[src/rtl/erc_pkg.sv]
// erc_pkg: shared constants, op and status codes, controller/datapath structs
// for the epoch reclamation engine. No dependencies.
`timescale 1ns / 1ps

package erc_pkg;

	localparam int THREAD_SLOTS_DEF = 64;
	localparam int POOL_NODES_DEF   = 64;
	localparam int NUM_BUCKETS      = 3;
	localparam int MAX_RESULTS      = 64;
	localparam int NW               = $clog2(MAX_RESULTS + 1);

	localparam int OP_W     = 3;
	localparam int SLOT_W   = 6;
	localparam int HANDLE_W = 48;
	localparam int TAG_W    = 16;
	localparam int STAT_W   = 2;
	localparam int EPOCH_W  = 31;
	localparam int DROP_W   = 32;

	localparam logic [OP_W-1:0] OP_REGISTER   = 3'd0;
	localparam logic [OP_W-1:0] OP_UNREGISTER = 3'd1;
	localparam logic [OP_W-1:0] OP_ENTER      = 3'd2;
	localparam logic [OP_W-1:0] OP_EXIT       = 3'd3;
	localparam logic [OP_W-1:0] OP_RETIRE     = 3'd4;
	localparam logic [OP_W-1:0] OP_FLUSH      = 3'd5;
	localparam logic [OP_W-1:0] OP_SHUTDOWN   = 3'd6;

	localparam logic [STAT_W-1:0] ST_DONE    = 2'd0;
	localparam logic [STAT_W-1:0] ST_IGNORED = 2'd1;
	localparam logic [STAT_W-1:0] ST_DROPPED = 2'd2;
	localparam logic [STAT_W-1:0] ST_BLOCKED = 2'd3;

	typedef struct packed {
		logic latch;
		logic exec;
		logic scan;
		logic advance;
		logic set_blocked;
		logic drain_rd;
		logic drain_emit;
		logic drain_close;
		logic ret_commit;
		logic emit_single;
	} cmd_t;

	typedef struct packed {
		logic [OP_W-1:0] op;
		logic            ret_alloc;
		logic            scan_busy;
		logic            blocked;
		logic            live;
		logic            more;
		logic            n_zero;
		logic            out_free;
	} sts_t;

endpackage

[src/rtl/erc_ctrl.sv]
// erc_ctrl: sequencing state machine of the reclamation engine.
// Uses erc_pkg command and status structs.
`timescale 1ns / 1ps

module erc_ctrl (
	input  logic          clk,
	input  logic          arst_n,
	input  logic          req_valid,
	output logic          req_ready,
	input  erc_pkg::sts_t sts,
	output erc_pkg::cmd_t cmd
);
	localparam logic [2:0] S_IDLE  = 3'd0;
	localparam logic [2:0] S_EXEC  = 3'd1;
	localparam logic [2:0] S_RET   = 3'd2;
	localparam logic [2:0] S_SCAN  = 3'd3;
	localparam logic [2:0] S_FDEC  = 3'd4;
	localparam logic [2:0] S_DCHK  = 3'd5;
	localparam logic [2:0] S_DEMIT = 3'd6;
	localparam logic [2:0] S_EMIT  = 3'd7;

	logic [2:0] state_q;
	logic [2:0] state_d;

	assign req_ready = state_q == S_IDLE;

	always_comb begin
		cmd     = '0;
		state_d = state_q;
		unique case (state_q)
			S_IDLE: begin
				if (req_valid) begin
					cmd.latch = 1'b1;
					state_d   = S_EXEC;
				end
			end
			S_EXEC: begin
				cmd.exec = 1'b1;
				priority if (sts.op == erc_pkg::OP_RETIRE && sts.ret_alloc) begin
					state_d = S_RET;
				end else if (sts.op == erc_pkg::OP_FLUSH) begin
					state_d = S_SCAN;
				end else if (sts.op == erc_pkg::OP_SHUTDOWN) begin
					state_d = S_DCHK;
				end else begin
					state_d = S_EMIT;
				end
			end
			S_RET: begin
				cmd.ret_commit = 1'b1;
				state_d        = S_EMIT;
			end
			S_SCAN: begin
				cmd.scan = 1'b1;
				if (!sts.scan_busy) begin
					state_d = S_FDEC;
				end
			end
			S_FDEC: begin
				if (sts.blocked) begin
					cmd.set_blocked = 1'b1;
					state_d         = S_EMIT;
				end else begin
					cmd.advance = 1'b1;
					state_d     = S_DCHK;
				end
			end
			S_DCHK: begin
				if (sts.live) begin
					cmd.drain_rd = 1'b1;
					state_d      = S_DEMIT;
				end else begin
					cmd.drain_close = 1'b1;
					priority if (sts.more) begin
						state_d = S_DCHK;
					end else if (sts.n_zero) begin
						state_d = S_EMIT;
					end else begin
						state_d = S_IDLE;
					end
				end
			end
			S_DEMIT: begin
				if (sts.out_free) begin
					cmd.drain_emit = 1'b1;
					state_d        = S_DCHK;
				end
			end
			S_EMIT: begin
				if (sts.out_free) begin
					cmd.emit_single = 1'b1;
					state_d         = S_IDLE;
				end
			end
			default: state_d = S_IDLE;
		endcase
	end

	always_ff @(posedge clk or negedge arst_n) begin
		if (!arst_n) begin
			state_q <= S_IDLE;
		end else begin
			state_q <= state_d;
		end
	end

	a_accept_idle: assert property (@(posedge clk) disable iff (!arst_n)
		cmd.latch |=> state_q == S_EXEC)
		else $error("request not executed");
	a_one_emit: assert property (@(posedge clk) disable iff (!arst_n)
		!(cmd.emit_single && cmd.drain_emit))
		else $error("two results at once");
	a_single_idle: assert property (@(posedge clk) disable iff (!arst_n)
		cmd.emit_single |=> state_q == S_IDLE)
		else $error("single result not followed by idle");
endmodule

[config.mk]
export PLATFORM = sky130hd
export DESIGN_NAME = erc_ctrl
export DESIGN_NICKNAME = d
export VERILOG_FILES = /design/src/rtl/erc_pkg.sv /design/src/rtl/erc_ctrl.sv
export SDC_FILE = /design/constraint.sdc
export NUM_CORES = 1
export LEC_CHECK = 0
export ABC_AREA = 1
export ABC_CLOCK_PERIOD_IN_PS = 1240
export BUFFER_PORTS_ARGS = -buffer_cell sky130_fd_sc_hd__buf_2
export CORE_AREA = 2 2 39 41
export DETAILED_ROUTE_END_ITERATION = 12
export DIE_AREA = 0 0 41 43
export MAX_ROUTING_LAYER = met4
export SLEW_MARGIN = 40
export SYNTH_ARGS = -nofsm -noshare
export SYNTH_HDL_FRONTEND = slang
export SYNTH_SLANG_ARGS = --single-unit
export TNS_END_PERCENT = 5
[constraint.sdc]
create_clock -name clk -period 1.24 [get_ports clk]
set_input_delay 0.372 -clock clk [delete_from_list [all_inputs] [get_ports clk]]
set_output_delay 0.372 -clock clk [all_outputs]
set_load 0.01 [all_outputs]
# ---- After elaboration in Yosys (flattened, before gate mapping)
# Cells that the tools add are included.
dict set report word_totals {
  elab_cells 45
  reg_bits 3
  out_inout_bits 11
  input_bits 13
}
dict set report classes {
  n_reduce_logical 3
  mux 27
  n_eq_ne 14
}
# op count
set ops {}
lappend ops {{2-to-1 mux 3 bit} 9}
lappend ops {{case mux 3 bit (8 select lines)} 1}
lappend ops {{equality test 3 bit, second input constant} 7}
lappend ops {{2-to-1 mux 1 bit} 14}
lappend ops {{inequality test 2 bit, second input constant} 4}
lappend ops {{equality test 3 x 2 -> 1 bit, second input constant} 2}
lappend ops {{2-to-1 mux 2 bit} 3}
lappend ops {{AND reduction 4 bit} 1}
lappend ops {{equality test 3 x 1 -> 1 bit, second input constant} 1}
lappend ops {{logical NOT 3 bit} 1}
lappend ops {{logical AND 1 bit} 1}

# ---- Longest topological paths before layout
dict set report logic_depth {
  ltp_word 5
  mapped_depth 7
  mapped_depth_nobuf 7
}

# ---- Least setup slack after synthesis
# Ideal clock, no wire load.
dict set report synth_path {
  path_type {reg-to-output}
  from {register state_q[1]}
  to {output cmd[0] in the netlist's numbering}
  stages_incl_launch_ff 3
  path_buffers 0
  t_required_ps 868
  arrival_time_ps 944
  slack_ps -76
  cell_sequence {dfrtp_1 -> inv_2 -> nor4_1}
}
# element line
set synth_rtl {}
lappend synth_rtl {{from (decl)} erc_ctrl.sv:22} ;# logic [2:0] state_q;
lappend synth_rtl {{from (signal assigned)} erc_ctrl.sv:103} ;# state_q <= state_d;
lappend synth_rtl {{to (decl)} erc_ctrl.sv:11} ;# output erc_pkg::cmd_t cmd

==> impl_metrics.tcl <==
set metrics [dict create \
    fin_nets 107 \
    grt_pass1_vias 398 \
    antenna_found_initial 0 \
    routed_via_density 4.459 \
    rr_startpoint "state_q[1]" \
    post_drt_wl_per_cell_um 9.945 \
    initial_core_util 0.2423 \
    r2r-end "state_q[0]" \
    slowest_delay_ps 470 \
    fmax_mhz 630.6 \
    critPathKind "flop to output port" \
    fin_skew_ps 4.815 \
    worst-path-max-fanout 6 \
    h-tree-depth 1 \
    fin_total_pwr_mw 1.351 \
    syn-instance-count 59 \
    slowest_stage "dfrtp_2" \
    nFillCells 156 \
    finalCritPeriodShare 1.279 \
    run_status "finished, violations left" \
    ant_nets 0 \
    final_cells 109 \
    drt_iter0_drc 16 \
    cts.sinks 3 \
    io_pins 24 \
    holdCritPathClass "input pin to asynchronous set/reset pin" \
    insertion_delay_ps 240 \
    synth.yosys.seq_area_share 0.2239 \
    layout-drive-gt1-share 0.5054 \
    drt_wl_total_mm 1.084 \
    leakage_nw 0.3460 \
    num_rows 14 \
    reg2reg_slack_ps 50 \
    vdd_drop_max_v 0.0008388 \
    firstDrtPassIters 4 \
    worstMarginPinSlew_ps 235.9 \
    track_usage 0.1351 \
    grt_max_degree 8 \
    rsz0062_at_grt "yes" \
    grt_pass1_wl_mm 1.524 \
    cts_max_path_buffers 2 \
    r2r_cells 8 \
    largestRegisters "state_q (3)" \
    hold_viol 0 \
    dp_cells 103 \
    die_w_um 41 \
    largest_reg_flops 3 \
    final_cell_mix "23 x buf_2, 11 x nand2_1, 10 x inv_1, 8 x nor2_1, 7 x buf_4" \
    tritoncts "built" \
    cts_made_buffers 3 \
    die_y_um 43 \
    drcViolationCount 0 \
    path_cells "nor4_2, buf_2" \
    fin_area_um2 598.1 \
    globalplace.congestion 0.7418 \
    via_count 486 \
    synth_cell_type_count 15 \
    startpoint_type "flop" \
    final_common_cell "buf_2" \
    worstPathArrival_ps 1210 \
    avgSynthCellArea_um2 5.683 \
    hold_slack_ps 457.3 \
    maxSlewViolCount 0 \
    hpwl_um 823.8 \
    required_ps 870 \
    clk_pin_slew_ps 40 \
    syn_area_um2 335.3 \
    powerDensity_nw_per_um2 2258 \
    multi_input_area_um2 239.0 \
    min_period_ps 1586 \
    core-area_um2 1384 \
    violations "negative setup slack" \
    cts_root_buffer "clkbuf_4" \
    ys_ff_latch 3 \
    yosys_warnings 0 \
    layout_setup_ws_ps -345.9 \
    area_growth_pct 78.36 \
    diodes 0 \
    slew-limit-headroom 0.8414 \
    die-area_um2 1763 \
    placed_cell_area_um2 514.2 \
    drv_cap 0 \
    seq_area_um2 78.83 \
    overflow 0 \
    syn-num-nets 72 \
    io_buffers 23 \
    setup_viol 11 \
    critPathCaptureType "output port" \
    top_register "state_q" \
    post-place-ws_ps -86.45 \
]
[cell usage after synthesis]
library cell   n  area share
inv_2          3       0.034
nand3_1        5       0.075
nand2_2        2       0.037
o21ai_0        4       0.060
nor3_1         2       0.030
nand2_1       11        0.12
inv_1         10        0.11
buf_4          1       0.022
nor4_1         3       0.056
nor2_1         8       0.090
a21oi_1        1       0.015
dfrtp_1        3        0.22
nand4_1        3       0.056
nor2_2         2       0.037
nand3_2        1       0.030
[cell type report]
| cell class | count | share of cell area |
|---|---|---|
| clock buffers | 4 | 0.04393 |
| inverters | 13 | 0.09414 |
| multi-input cells | 42 | 0.3996 |
| flip-flops and latches | 3 | 0.1318 |
| well taps | 16 | 0.03347 |
| repair buffers | 31 | 0.2971 |
[critical path: cells and delay by family (launching register included)]
| kind | cells | cell delay [ps] |
|---|---|---|
| buffers and inverters | 1 | 180 |
| and+or+nand+nor | 1 | 320 |
| DFF | 1 | 470 |
[metal layers]
metal | global-route usage | routed length [µm]
met3 | 0.03141 | 62
met2 | 0.1906 | 560
met4 | 0.1000 | 12
met1 | 0.1586 | 449
met5 | - | 0
[cells by family (layout without fill, tap and decap cells)]
| logic type | Yosys count | in the layout | synth area share |
|---|---|---|---|
| AOI/OAI and AO/OA | 5 | 5 | 0.07461 |
| DFF | 3 | 3 | 0.2239 |
| and+or+nand+nor | 37 | 37 | 0.5336 |
| buffers and inverters | 14 | 48 | 0.1679 |
[stage by stage]
stage / setup TNS (ps) / util
finish: -2992 / 0.4322
global route: -3657 / 0.4322
CTS: -2864 / 0.4033
detailed placement: -458.4 / 0.3716
global placement: -463.1 / 0.3716
floorplan: -139.3 / -
[power by group]
group | leakage [nW] | switching [mW] | total [mW] | internal [mW]
clock | 0.0150 | 0.0564 | 0.177 | 0.121
combinational | 0.299 | 0.493 | 0.877 | 0.384
sequential | 0.0319 | 0.132 | 0.297 | 0.164
[worst max-delay path by stage]
| stage | startpoint | endpoint | slack (ps) | cells after the start |
|---|---|---|---|---|
| after floorplan | state_q[0] | cmd[3] | -80 | 2 |
| after global placement | state_q[1] | cmd[3] | -80 | 3 |
| after detailed placement | state_q[0] | cmd[0] | -90 | 3 |
| after CTS | state_q[1] | cmd[5] | -300 | 4 |
| after global routing | state_q[0] | cmd[3] | -400 | 2 |
| final | state_q[0] | cmd[3] | -350 | 2 |
[what timing repair did]
| item | 4_1_cts | 5_1_grt |
|---|---|---|
| setup buffers | 0 | 1 |
| resized for setup | 3 | 8 |
| hold endpoints to repair | 3 | 0 |
| hold buffers | 1 | 0 |
| endpoints found under the setup margin | 11 | 14 |
| pin swaps | 4 | 2 |
(Power assumes the default switching activity.)
